**config.mk**
```make
export PLATFORM = sky130hd
export DESIGN_NAME = tracker_pattern_repacker_core
export DESIGN_NICKNAME = d
export VERILOG_FILES = /design/src/tpr_pkg.sv /design/src/tpr_ram.sv /design/src/tpr_cell_store.sv /design/src/tpr_parser.sv /design/src/tpr_emitter.sv /design/src/tracker_pattern_repacker_core.sv
export VERILOG_INCLUDE_DIRS = /design/src /design/src/src
export SDC_FILE = /design/constraint.sdc
export NUM_CORES = 1
export LEC_CHECK = 0
export ABC_AREA = 1
export ABC_CLOCK_PERIOD_IN_PS = 7000
export BUFFER_PORTS_ARGS = -buffer_cell sky130_fd_sc_hd__buf_2
export CAP_MARGIN = 15
export CORE_MARGIN = 2
export CORE_UTILIZATION = 25
export CTS_BUF_LIST = sky130_fd_sc_hd__clkbuf_16
export DETAILED_ROUTE_END_ITERATION = 10
export PLACE_DENSITY = 0.36
export SETUP_SLACK_MARGIN = 0.1
export SLEW_MARGIN = 20
export SYNTH_ARGS = -nofsm -noshare
export SYNTH_HDL_FRONTEND = slang
export SYNTH_SLANG_ARGS = --single-unit
```
**constraint.sdc**
```tcl
create_clock -name clk -period 7 [get_ports clk]
set_clock_uncertainty 0.15 [all_clocks]
set_input_delay 0.7 -clock clk [delete_from_list [all_inputs] [get_ports clk]]
set_output_delay 0.7 -clock clk [all_outputs]
set_load 0.03 [all_outputs]
```
**src/tracker_pattern_repacker_core_assert.svh**
```systemverilog
// Assertion macros used by the emitter. They use the clk and rst_n of the enclosing module.
`ifndef TRACKER_PATTERN_REPACKER_CORE_ASSERT_SVH
`define TRACKER_PATTERN_REPACKER_CORE_ASSERT_SVH

// Same-cycle implication, inactive while reset is asserted.
`define TPR_ASSERT_NOW(label, ante, cons, msg) \
  label: assert property (@(posedge clk) disable iff (!rst_n) (ante) |-> (cons)) \
    else $error(msg);

// Next-cycle implication, inactive while reset is asserted.
`define TPR_ASSERT_NEXT(label, ante, cons, msg) \
  label: assert property (@(posedge clk) disable iff (!rst_n) (ante) |=> (cons)) \
    else $error(msg);

`endif

```
**src/tpr_pkg.sv**
```systemverilog
`timescale 1ns / 1ps
package tpr_pkg;

  localparam int KEPT_CHANNELS_DEF = 4;
  localparam int ROWS_DEF          = 64;

  localparam logic [7:0] NOTE_NONE  = 8'hFF;
  localparam logic [7:0] VOL_NONE   = 8'hFF;
  localparam logic [7:0] VOL_MAX    = 8'd64;
  localparam logic [7:0] ROW_END_BY = 8'h00;

  // Bits needed to index n entries (at least one).
  function automatic int idx_bits(input int n);
    return (n > 1) ? $clog2(n) : 1;
  endfunction

  typedef struct packed {
    logic [7:0] packed_byte;
    logic       pattern_start;
  } tpr_in_t;

  typedef struct packed {
    logic [7:0] out_byte;
    logic [5:0] row_index;
    logic       row_end;
  } tpr_out_t;

  typedef struct packed {
    logic [7:0] note;
    logic [7:0] ins;
    logic [7:0] vol;
    logic [7:0] eff;
    logic [7:0] prm;
  } tpr_cell_t;

  localparam tpr_cell_t CELL_EMPTY = '{note: NOTE_NONE, ins: 8'h00, vol: VOL_NONE,
                                       eff: 8'h00, prm: 8'h00};

  typedef struct packed {
    logic eff;
    logic vol;
    logic note;
  } tpr_flags_t;

  // Write of one finished cell into the cell store.
  typedef struct packed {
    logic      we;
    logic [4:0] addr;
    tpr_cell_t entry;
  } tpr_wr_t;

  typedef enum logic [2:0] {
    PH_MASK,
    PH_NOTE,
    PH_INS,
    PH_VOL,
    PH_EFF,
    PH_PRM
  } tpr_phase_t;

  typedef enum logic [2:0] {
    ES_IDLE,
    ES_READ,
    ES_LOAD,
    ES_EMIT,
    ES_TERM
  } tpr_emit_state_t;

endpackage

```
**src/tpr_ram.sv**
```systemverilog
`timescale 1ns / 1ps
module tpr_ram #(
  parameter int WIDTH = 40,
  parameter int DEPTH = tpr_pkg::KEPT_CHANNELS_DEF
) (
  input  logic                                    clk,
  input  logic                                    we,
  input  logic [tpr_pkg::idx_bits(DEPTH)-1:0]     waddr,
  input  logic [WIDTH-1:0]                        wdata,
  input  logic [tpr_pkg::idx_bits(DEPTH)-1:0]     raddr,
  output logic [WIDTH-1:0]                        rdata
);
  import tpr_pkg::*;

  logic [WIDTH-1:0] mem [DEPTH];

  always_ff @(posedge clk) begin
    if (we) begin
      mem[waddr] <= wdata;
    end
    rdata <= mem[raddr];
  end

endmodule

```
**src/tpr_cell_store.sv**
```systemverilog
`timescale 1ns / 1ps
module tpr_cell_store #(
  parameter int KEPT_CHANNELS = tpr_pkg::KEPT_CHANNELS_DEF
) (
  input  logic                                       clk,
  input  logic                                       rst_n,
  input  tpr_pkg::tpr_wr_t                           wr,
  input  logic                                       clear,
  input  logic [tpr_pkg::idx_bits(KEPT_CHANNELS)-1:0] rd_addr,
  output tpr_pkg::tpr_cell_t                         rd_cell
);
  import tpr_pkg::*;

  localparam int CHW = idx_bits(KEPT_CHANNELS);
  localparam int CW  = $bits(tpr_cell_t);

  logic [KEPT_CHANNELS-1:0] valid_r, valid_nxt;
  logic                     rd_valid_r;
  logic [CW-1:0]            rdata;

  tpr_ram #(.WIDTH(CW), .DEPTH(KEPT_CHANNELS)) u_ram (
    .clk   (clk),
    .we    (wr.we),
    .waddr (wr.addr[CHW-1:0]),
    .wdata (wr.entry),
    .raddr (rd_addr),
    .rdata (rdata)
  );

  // A clear and a commit in the same cycle leave the committed entry valid.
  always_comb begin
    valid_nxt = clear ? '0 : valid_r;
    if (wr.we) begin
      valid_nxt[wr.addr[CHW-1:0]] = 1'b1;
    end
  end

  always_ff @(posedge clk) begin
    if (!rst_n) begin
      valid_r    <= '0;
      rd_valid_r <= 1'b0;
    end else begin
      valid_r    <= valid_nxt;
      rd_valid_r <= valid_r[rd_addr];
    end
  end

  assign rd_cell = rd_valid_r ? tpr_cell_t'(rdata) : CELL_EMPTY;

endmodule

```
**src/tpr_parser.sv**
```systemverilog
`timescale 1ns / 1ps
module tpr_parser #(
  parameter int KEPT_CHANNELS = tpr_pkg::KEPT_CHANNELS_DEF,
  parameter int ROWS          = tpr_pkg::ROWS_DEF
) (
  input  logic                         clk,
  input  logic                         rst_n,
  input  logic                         accept,
  input  tpr_pkg::tpr_in_t             in_item,
  input  logic                         row_done,
  output tpr_pkg::tpr_wr_t             wr,
  output logic                         clear,
  output logic                         row_go,
  output logic [$clog2(ROWS+1)-1:0]    row_cnt
);
  import tpr_pkg::*;

  localparam int RCW = $clog2(ROWS + 1);

  tpr_phase_t       phase_r, phase_nxt, cur_phase;
  logic [4:0]       chan_r, chan_nxt;
  tpr_flags_t       flags_r, flags_nxt;
  tpr_cell_t        cell_r, cell_nxt;
  logic [RCW-1:0]   row_cnt_r, row_cnt_nxt, cur_rows;
  logic             start, active, commit;
  logic [7:0]       b;

  // A pattern start resets the parse state first and then is taken as a mask.
  always_comb begin
    b         = in_item.packed_byte;
    start     = accept && in_item.pattern_start;
    cur_phase = start ? PH_MASK : phase_r;
    cur_rows  = start ? '0 : row_cnt_r;
    active    = accept && (cur_rows < RCW'(ROWS));
  end

  always_comb begin
    phase_nxt = phase_r;
    chan_nxt  = chan_r;
    flags_nxt = flags_r;
    cell_nxt  = cell_r;
    commit    = 1'b0;
    if (start) begin
      phase_nxt = PH_MASK;
      chan_nxt  = '0;
      flags_nxt = '0;
      cell_nxt  = CELL_EMPTY;
    end
    if (active) begin
      case (cur_phase)
        PH_MASK: begin
          if (b != ROW_END_BY) begin
            chan_nxt  = b[4:0];
            flags_nxt = '{eff: b[7], vol: b[6], note: b[5]};
            cell_nxt  = CELL_EMPTY;
            if (flags_nxt.note) begin
              phase_nxt = PH_NOTE;
            end else if (flags_nxt.vol) begin
              phase_nxt = PH_VOL;
            end else if (flags_nxt.eff) begin
              phase_nxt = PH_EFF;
            end else begin
              commit = 1'b1;
            end
          end
        end
        PH_NOTE: begin
          cell_nxt.note = b;
          phase_nxt     = PH_INS;
        end
        PH_INS: begin
          cell_nxt.ins = b;
          if (flags_r.vol) begin
            phase_nxt = PH_VOL;
          end else if (flags_r.eff) begin
            phase_nxt = PH_EFF;
          end else begin
            phase_nxt = PH_MASK;
            commit    = 1'b1;
          end
        end
        PH_VOL: begin
          cell_nxt.vol = b;
          if (flags_r.eff) begin
            phase_nxt = PH_EFF;
          end else begin
            phase_nxt = PH_MASK;
            commit    = 1'b1;
          end
        end
        PH_EFF: begin
          cell_nxt.eff = b;
          phase_nxt    = PH_PRM;
        end
        PH_PRM: begin
          cell_nxt.prm = b;
          phase_nxt    = PH_MASK;
          commit       = 1'b1;
        end
        default: begin
          phase_nxt = PH_MASK;
        end
      endcase
    end
    row_cnt_nxt = row_done ? row_cnt_r + 1'b1 : cur_rows;
  end

  // Cells of channels beyond the kept ones are parsed and then dropped.
  always_comb begin
    wr.we    = commit && ({1'b0, chan_nxt} < 6'(KEPT_CHANNELS));
    wr.addr  = chan_nxt;
    wr.entry = cell_nxt;
    clear    = start;
    row_go   = active && (cur_phase == PH_MASK) && (b == ROW_END_BY);
    row_cnt  = row_cnt_r;
  end

  always_ff @(posedge clk) begin
    if (!rst_n) begin
      phase_r   <= PH_MASK;
      chan_r    <= '0;
      flags_r   <= '0;
      row_cnt_r <= '0;
      cell_r    <= CELL_EMPTY;
    end else begin
      phase_r   <= phase_nxt;
      chan_r    <= chan_nxt;
      flags_r   <= flags_nxt;
      row_cnt_r <= row_cnt_nxt;
      cell_r    <= cell_nxt;
    end
  end

endmodule

```
**src/tpr_emitter.sv**
```systemverilog
`timescale 1ns / 1ps
`include "tracker_pattern_repacker_core_assert.svh"
module tpr_emitter #(
  parameter int KEPT_CHANNELS = tpr_pkg::KEPT_CHANNELS_DEF,
  parameter int ROWS          = tpr_pkg::ROWS_DEF
) (
  input  logic                                       clk,
  input  logic                                       rst_n,
  input  logic                                       row_go,
  input  logic [$clog2(ROWS+1)-1:0]                  row_cnt,
  input  tpr_pkg::tpr_cell_t                         rd_cell,
  output logic [tpr_pkg::idx_bits(KEPT_CHANNELS)-1:0] rd_addr,
  output logic                                       row_done,
  output logic                                       in_stall,
  output logic                                       out_valid,
  input  logic                                       out_stall,
  output tpr_pkg::tpr_out_t                          out_data
);
  import tpr_pkg::*;

  localparam int CHW = idx_bits(KEPT_CHANNELS);

  tpr_emit_state_t state_r, state_nxt;
  logic [CHW-1:0]  ch_r, ch_nxt;
  // Bytes still to send for the current cell: flag, note, ins, vol, eff, prm.
  logic [5:0]      mask_r, mask_nxt;
  tpr_cell_t       cell_r, cell_nxt;
  tpr_out_t        out_r;
  logic            out_valid_r, out_valid_nxt;
  logic            can_load, load, last_ch, hn, hv, he;
  logic [7:0]      sel_byte;

  always_comb begin
    can_load = !out_valid_r || !out_stall;
    last_ch  = (ch_r == CHW'(KEPT_CHANNELS - 1));
    hn       = (rd_cell.note != NOTE_NONE) || (rd_cell.ins != 8'h00);
    hv       = (rd_cell.vol <= VOL_MAX);
    he       = (rd_cell.eff != 8'h00) || (rd_cell.prm != 8'h00);
  end

  always_comb begin
    state_nxt = state_r;
    ch_nxt    = ch_r;
    mask_nxt  = mask_r;
    cell_nxt  = cell_r;
    case (state_r)
      ES_IDLE: begin
        if (row_go) begin
          state_nxt = ES_READ;
          ch_nxt    = '0;
        end
      end
      ES_READ: begin
        state_nxt = ES_LOAD;
      end
      ES_LOAD: begin
        cell_nxt = rd_cell;
        mask_nxt = {he, he, hv, hn, hn, hn | hv | he};
        if (hn || hv || he) begin
          state_nxt = ES_EMIT;
        end else if (last_ch) begin
          state_nxt = ES_TERM;
        end else begin
          ch_nxt    = ch_r + 1'b1;
          state_nxt = ES_READ;
        end
      end
      ES_EMIT: begin
        if (can_load) begin
          mask_nxt = mask_r & (mask_r - 6'd1);
          if (mask_nxt == 6'd0) begin
            if (last_ch) begin
              state_nxt = ES_TERM;
            end else begin
              ch_nxt    = ch_r + 1'b1;
              state_nxt = ES_READ;
            end
          end
        end
      end
      ES_TERM: begin
        if (can_load) begin
          state_nxt = ES_IDLE;
        end
      end
      default: begin
        state_nxt = ES_IDLE;
      end
    endcase
  end

  // The flag byte goes first, while every field bit of the mask is still set.
  always_comb begin
    load     = ((state_r == ES_EMIT) || (state_r == ES_TERM)) && can_load;
    row_done = (state_r == ES_TERM) && can_load;
    in_stall = (state_r != ES_IDLE);
    rd_addr  = ch_r;
    if (state_r == ES_TERM) begin
      sel_byte = ROW_END_BY;
    end else if (mask_r[0]) begin
      sel_byte = {mask_r[4], mask_r[3], mask_r[1], 5'(ch_r)};
    end else if (mask_r[1]) begin
      sel_byte = cell_r.note;
    end else if (mask_r[2]) begin
      sel_byte = cell_r.ins;
    end else if (mask_r[3]) begin
      sel_byte = cell_r.vol;
    end else if (mask_r[4]) begin
      sel_byte = cell_r.eff;
    end else begin
      sel_byte = cell_r.prm;
    end
    out_valid_nxt = load || (out_valid_r && out_stall);
  end

  always_ff @(posedge clk) begin
    if (!rst_n) begin
      state_r     <= ES_IDLE;
      ch_r        <= '0;
      mask_r      <= '0;
      out_valid_r <= 1'b0;
    end else begin
      state_r     <= state_nxt;
      ch_r        <= ch_nxt;
      mask_r      <= mask_nxt;
      out_valid_r <= out_valid_nxt;
    end
  end

  always_ff @(posedge clk) begin
    cell_r <= cell_nxt;
    if (load) begin
      out_r <= '{out_byte: sel_byte, row_index: 6'(row_cnt),
                 row_end: (state_r == ES_TERM)};
    end
  end

  assign out_valid = out_valid_r;
  assign out_data  = out_r;

  `TPR_ASSERT_NOW(a_go_only_idle, row_go, state_r == ES_IDLE, "row end while emitting")
  `TPR_ASSERT_NOW(a_emit_has_bytes, state_r == ES_EMIT, mask_r != 6'd0, "emit with empty mask")
  `TPR_ASSERT_NEXT(a_term_to_idle, row_done, (state_r == ES_IDLE) && out_valid_r && out_r.row_end,
                   "terminator not loaded")

endmodule

```
**src/tracker_pattern_repacker_core.sv**
```systemverilog
`timescale 1ns / 1ps
// Input bytes are taken one per cycle while a row is being parsed.
// A row-end byte stalls the input while the emitter takes each kept channel through a read
// and a load state and sends its cell bytes and the row terminator, and during any output stall.
// The first result of a row is registered after the read, load and emit states, with another
// read and load for each empty channel ahead of it. Synchronous reset clears the parse state,
// row counter and valid bits; the cell memory itself needs no clearing pass.
module tracker_pattern_repacker_core #(
  parameter int KEPT_CHANNELS = tpr_pkg::KEPT_CHANNELS_DEF,
  parameter int ROWS          = tpr_pkg::ROWS_DEF
) (
  input  logic              clk,
  input  logic              rst_n,
  input  logic              in_valid,
  output logic              in_stall,
  input  tpr_pkg::tpr_in_t  in_data,
  output logic              out_valid,
  input  logic              out_stall,
  output tpr_pkg::tpr_out_t out_data
);
  import tpr_pkg::*;

  localparam int CHW = idx_bits(KEPT_CHANNELS);
  localparam int RCW = $clog2(ROWS + 1);

  tpr_wr_t        wr;
  tpr_cell_t      rd_cell;
  logic [CHW-1:0] rd_addr;
  logic [RCW-1:0] row_cnt;
  logic           accept, clear, row_go, row_done;

  assign accept = in_valid && !in_stall;

  tpr_parser #(.KEPT_CHANNELS(KEPT_CHANNELS), .ROWS(ROWS)) u_parser (
    .clk      (clk),
    .rst_n    (rst_n),
    .accept   (accept),
    .in_item  (in_data),
    .row_done (row_done),
    .wr       (wr),
    .clear    (clear),
    .row_go   (row_go),
    .row_cnt  (row_cnt)
  );

  tpr_cell_store #(.KEPT_CHANNELS(KEPT_CHANNELS)) u_store (
    .clk     (clk),
    .rst_n   (rst_n),
    .wr      (wr),
    .clear   (clear || row_done),
    .rd_addr (rd_addr),
    .rd_cell (rd_cell)
  );

  tpr_emitter #(.KEPT_CHANNELS(KEPT_CHANNELS), .ROWS(ROWS)) u_emitter (
    .clk       (clk),
    .rst_n     (rst_n),
    .row_go    (row_go),
    .row_cnt   (row_cnt),
    .rd_cell   (rd_cell),
    .rd_addr   (rd_addr),
    .row_done  (row_done),
    .in_stall  (in_stall),
    .out_valid (out_valid),
    .out_stall (out_stall),
    .out_data  (out_data)
  );

endmodule
```
Word level (Yosys, flattened, before mapping):

Memories as Yosys holds them, arrays and structs flattened. A register that Yosys moved wholly into a read port is not among the register bits.
Index checks and enable logic that the tools add are counted.

* register bits: 130
* latch bits: 0
* RAM bits: 160
* ROM bits: 0
* bits of input ports: 13
* memories kept: 1

* $add $sub $neg: 3
* multipliers: 0
* divide/modulo/power cells: 0
* magnitude comparators: 6
* equal/unequal tests: 16
* shift operators: 0
* muxes and demuxes: 64
* bitwise gates (word level): 4
* reductions and logical operators: 36

Memory list
* u_store.u_ram.mem: depth 4, width 40, read ports 1, clocked after memory_dff 1, write ports 1, line tpr_ram.sv:15 `logic [WIDTH-1:0] mem [DEPTH];`

Operators by type and width (count)
* $mux 40: 4
* $pmux 8 s2: 5
* $mux 3: 18
* $mux 8: 5
* $reduce_bool 8->1: 4
* $pmux 3 s5: 2
* $mux 5: 4
* $mux 7: 2
* $eq 3x2->1 const B: 4
* $pmux 6 s2: 1
* $mux 1: 11
* $logic_and 1x1->1: 10
* $mux 2: 5
* $eq 3x3->1 const B: 3
* $le 8x7->1 const B: 1
* $logic_not 8->1: 1
* $logic_or 1x1->1: 8
* $mux 4: 2
* $ne 8x8->1 const B: 1
* $add 7x1->7 const B: 1
* $lt 7x7->1 const B: 1
* $and 6x6->6: 1
* $eq 3x1->1 const B: 2
* $logic_not 3->1: 2
* 23 further kinds: 31

Logic depth before layout (Yosys ltp):

* word-level depth: 14
* gate-level depth with buffers: 13
* mapped depth without buffers: 13

Modules after synthesis:

A second synthesis with hierarchy kept.

* cell total of the unflattened synthesis: 1516
* area total of the unflattened synthesis: 14033.5 um^2

Modules (own cells, without submodules)
* tpr_ram: times used 1, cells an instance 675, area an instance 7583.5 um^2, sequential area each 5605.4 um^2
* tpr_parser: times used 1, cells an instance 431, area an instance 2950.3 um^2, sequential area each 1141.1 um^2
* tpr_emitter: times used 1, cells an instance 287, area an instance 2914.0 um^2, sequential area each 1891.8 um^2
* tpr_cell_store: times used 1, cells an instance 118, area an instance 564.3 um^2, sequential area each 100.1 um^2
* tracker_pattern_repacker_core: times used 1, cells an instance 5, area an instance 21.3 um^2, sequential area each 0.0 um^2

Worst setup path after synthesis:

OpenSTA, ideal clock, no wires.

* kind: input-to-reg
* from: in in_data[0] (netlist name)
* to: mem u_store.u_ram.mem[3][0] (enable)
* library setup time: 437 ps
* data arrival time: 3400 ps
* required time: 6413 ps
* path slack: 3013 ps
* stages on the path: 10
* cell sequence: nand4_4 > buf_6 > nand2_8 > nand3_4 > buf_6 > nand2_4 > nand3_1 > nor2_1 > nand2_1 > nor2_1

* word-level cells in the longest chain between the ends: 9

Ends and longest elaborated chain
* start: declaration: line tracker_pattern_repacker_core.sv:16 `input tpr_pkg::tpr_in_t in_data,`
* $logic_and 1x1->1 *: line tpr_parser.sv:31 `start = accept && in_item.pattern_start;`
* $mux 7, or another cell as far along: line tpr_parser.sv:33 `cur_rows = start ? '0 : row_cnt_r;`
* $lt 7x7->1, or another cell as far along: line tpr_parser.sv:34 `active = accept && (cur_rows < RCW'(ROWS));`
* $logic_and 1x1->1 / $mux 5 (equally long branches): line tpr_parser.sv:34, tpr_parser.sv:50
* $mux 5: line tpr_parser.sv:49 `if (active) begin`
* $lt 5x3->1: line tpr_parser.sv:110 `wr.we = commit && ({1'b0, chan_nxt} < 6'(KEPT_CHANNELS));`
* $logic_and 1x1->1: line tpr_parser.sv:110
* $mux 1: line tpr_ram.sv:18 `if (we) begin`
* $mux 1 (implied by the code): line tpr_ram.sv:19 `mem[waddr] <= wdata;`
* end: declaration: line tpr_ram.sv:15

Mark *: on every way between the ends. The rest lies on a longest branch, timed or not.

Final worst setup path:

* from: reg u_emitter.state_r[0]
* to: mem u_store.u_ram.mem[2][5] (enable)

* word-level cells in the longest chain between the ends: 12

Ends and longest elaborated chain
* start: declaration: line tpr_emitter.sv:23 `tpr_emit_state_t state_r, state_nxt;`
* start signal: assignment: line tpr_emitter.sv:123 `state_r <= state_nxt;`
* $reduce_bool 3->1 *: line tpr_emitter.sv:96 `in_stall = (state_r != ES_IDLE);`
* $logic_not 1->1 *: line tracker_pattern_repacker_core.sv:32 `assign accept = in_valid && !in_stall;`
* $logic_and 1x1->1 *: line tracker_pattern_repacker_core.sv:32
* $logic_and 1x1->1: line tpr_parser.sv:31
* $mux 7, or another cell as far along: line tpr_parser.sv:33
* $lt 7x7->1, or another cell as far along: line tpr_parser.sv:34
* $logic_and 1x1->1 / $mux 5 (equally long branches): line tpr_parser.sv:34, tpr_parser.sv:50
* $mux 5: line tpr_parser.sv:49
* $lt 5x3->1: line tpr_parser.sv:110
* $logic_and 1x1->1: line tpr_parser.sv:110
* $mux 1: line tpr_ram.sv:18
* $mux 1 (implied by the code): line tpr_ram.sv:19

Marked as above.

==> flow_summary_export.csv <==
group,metric,value,unit
timing,fin_crit,4.09,ns
die,die_h,231,um
synthesis,syn_inst,1233,
hold_path,hold_class,"reg -> reg",
drt,routed_via_density,4.35,
clock_network,cts-resized-gates,0,
worst_setup_path,slowest_stage,"nor3_4",
synthesis,synthAdderAreaFrac,0.194,%
placement,placed_cell_area,0.0138,mm2
worst_setup_path,required,7.09,ns
drt,wirelength,35600,um
worst_setup_path,start_kind,"register",
die,num_io_pins,30,
synthesis,synth_edf_count,215,
placement,place_congestion,0.783,
synthesis,synth_compound_area_share,11.1,%
synthesis,syn_avg_cell_area,10.5,um2
clock_network,cts_tree,"done",
pwr,p_int,3.87,mW
timing,fmax,0.245,GHz
clock_network,clock-sinks,329,
die,num_rows,83,
cells_and_area,diodes,0,
synthesis,syn_nets,1248,
cells_and_area,nets,1282,
worst_setup_path,path_cells,"nor2_4 -> nand4_4 -> o31ai_4 -> nand3_4 -> inv_2 -> o21ai_1 -> nor2_1 -> nand2_1 -> nor3_4 -> buf_4",
cells_and_area,fin_area,0.0150,mm2
die,core_area,0.0512,mm2
cells_and_area,seq_area,0.00874,mm2
clock_network,clkTransAtPathRegs,0.06,ns
clock_network,cts_buffers,40,
worst_setup_path,worst_ep_arrival_time,4.18,ns
pwr,p_seq_share,43.0,%
worst_setup_path,slowest_delay,0.77,ns
synthesis,synth_top_family_by_area,"simple AND/OR/NAND/NOR gates",
placement,port_buffers,29,
synthesis,synth-xor-area-share,0,%
drt,first_pass_iters,5,
timing,finalSetupTns,0,ns
worst_setup_path,end_kind,"register",
die,start_util,25.2,%
synthesis,yosys.area_share.simple,15.2,%
cells_and_area,fillers,5333,
synthesis,ys_ff_latch,329,
synthesis,async_reset_ff_share,0,%
synthesis,ys_warn_count,0,
placement,hpwl,23200,um
pwr,p_per_area,393,mW/mm2
cells_and_area,multi_input_area,0.00345,mm2
job,max-cap-violations,0,
worst_setup_path,crit_start,"u_emitter.state_r[0]$_SDFFE_PN0P_",
global_route,grt_pass1_vias,8492,
clock_network,cts_buffer_depth,3,
clock_network,h-tree-depth,2,
pwr,swShare,34.5,%
synthesis,syn_area,0.0129,mm2
global_route,antenna_found_initial,3,
worst_setup_path,critPathTopFamily,"simple AND/OR/NAND/NOR gates",
worst_setup_path,crit_type,"reg -> reg",
drt,routedWlPerCell,18.0,um
die,die-area,0.0534,mm2
global_route,grt-ovfl-total,0,
drt,drc,0,
pwr,comb_power_share,24.5,%
timing,drv_slew,0,
global_route,grt_pass1_wl,54000,um
synthesis,seq_area_frac_synth,67.8,%
clock_network,clockRootBuffer,"clkbuf_16",
drt,postRouteAntennaNets,0,
pwr,switchingPower,2.04,mW
cells_and_area,fin_util,29.3,%
timing,setup_viol,0,
pwr,vdd_drop_max,0.159,mV
timing,fin_crit_sh,58.4,%
hold_path,hp-start,"u_parser.row_cnt[5]$_SDFFE_PN0P_",
worst_setup_path,r2r-start,"u_emitter.state_r[0]$_SDFFE_PN0P_",
worst_setup_path,path_buf_inv,2,
cells_and_area,syn_to_final_growth,16.5,%
global_route,grt_max_degree,83,
timing,max_slew_margin,36.5,%
synthesis,synth_ff_type,"edfxtp_1",
pwr,pwr-share-clk,32.5,%
pwr,p_leak,5.60,nW
cells_and_area,drive_gt1_share,11.2,%
worst_setup_path,critPathMaxFanout,23,
clock_network,cts_setup_buffers,0,
synthesis,synth_cell_types,42,
timing,rsz0062_at_grt,"false",
drt,routed-via-count,8608,
placement,pre_cts_ws,2.49,ns
synthesis,synth_mux_area_share,0,%
global_route,track_usage,13.5,%
outcome,status,"finished clean",
timing,setup_ws,2.91,ns
timing,whs,0.289,ns
drt,drt_iter0_markers,534,
timing,hold_viol,0,
timing,worstMarginPinSlew,0.949,ns
die,die_w,231,um
clock_network,cts_hold_buf,0,
clock_network,worstSkewPairLatency,0.56,ns
==> cell type report <==
| class | count | share of cell area (%) |
|---|---|---|
| Multi-Input combinational cell | 713 | 22.9 |
| Timing Repair Buffer | 42 | 1.62 |
| Clock inverter | 33 | 1.41 |
| Sequential cell | 329 | 58.2 |
| Tap cell | 680 | 5.66 |
| Clock buffer | 40 | 6.66 |
| Inverter | 141 | 3.54 |
==> kinds of logic (layout without fill, tap and decap cells) <==
group | after synthesis | count (layout)
buf+inv | 191 | 256
compound gates | 257 | 257
flops | 329 | 329
fa+ha+maj | 2 | 2
simple gates | 454 | 454
==> power by group through the flow <==
stage | registers (mW) | logic [mW] | clock network, mW
after global placement | 2.59 | 1.48 | 0
after floorplan | 2.58 | 0.929 | 0
final | 2.54 | 1.45 | 1.92
after CTS | 2.54 | 1.48 | 1.99
after global routing | 2.57 | 1.63 | 2.07
after detailed placement | 2.58 | 1.48 | 0
==> routing by layer <==
metal / part of all wire [%] / routed length (um) / GRT usage, %
met1: 50 / 17800 / 19.2
met2: 43 / 15400 / 20.6
met3: 3.8 / 1340 / 2.30
met4: 3.0 / 1080 / 5.40
met5: 0 / 0 / 0
==> placed cells by master, fill, tap and decap left out, types with 7 or more instances in the layout <==
cell,netlist,routed
nor3_1,13,13
edfxtp_1,215,215
nor2_1,161,159
dfxtp_1,114,113
nor2_2,11,11
nand2_1,193,193
o211ai_1,7,7
clkbuf_16,0,40
a21oi_1,51,50
or2_2,11,11
o21ai_0,125,125
inv_2,5,8
buf_4,0,13
inv_1,134,144
o22ai_1,52,52
nand3_1,39,39
buf_2,4,29
nand4_1,9,9
clkinv_1,1,9
==> final timing paths <==
check	slack, ns	depth (start not counted)	end
max	2.91	10	u_store.u_ram.mem[2][5]$_DFFE_PP_
min	0.29	0	u_emitter.out_data[6]$_DFFE_PP_
max reg2reg	2.91	10	u_store.u_ram.mem[2][5]$_DFFE_PP_
min reg2reg	0.29	0	u_emitter.out_data[6]$_DFFE_PP_
==> cells in the mapped netlist, types with 2 or more instances <==
library cell    n  area share, %
nor2_1        161            4.7
edfxtp_1      215             50
o22ai_1        52            2.5
nor3_2          2           0.16
nand4_1         9           0.44
clkbuf_1       42            1.2
o211ai_1        7           0.41
or2_2          11           0.53
buf_6           2           0.17
nand2_2         4           0.19
nor3_1         13           0.50
a221oi_1        4           0.27
nand3_2         3           0.23
nand2_1       193            5.6
buf_2           4           0.16
nor2_2         11           0.53
nand3_1        39            1.5
o21ai_1         3           0.12
or2_1           2          0.097
a311oi_1        2           0.14
dfxtp_1       114             18
a31oi_1         6           0.29
o21bai_1        3           0.17
o21ai_0       125            4.9
inv_1         134            3.9
a21oi_1        51            2.0
inv_2           5           0.15
ha_1            2           0.19
==> through the flow <==
stage | power [mW] | cells
final | 5.91 | 1978
after floorplan | 3.51 | 1233
after global placement | 4.07 | 1905
after detailed placement | 4.06 | 1905
after CTS | 6.01 | 1978
after global routing | 6.27 | 1978
==> state kept, by name, summed over array words and instances, names as in the netlist, 5 cells and up <==
signal / cells
u_emitter.out_data: 15
u_emitter.mask_r: 6
u_store.u_ram.mem: 160
u_parser.chan_r: 5
u_parser.row_cnt: 7
u_store.u_ram.rdata: 40
u_emitter.cell_r: 40
u_parser.cell_r: 40
(Power assumes the default switching activity.)
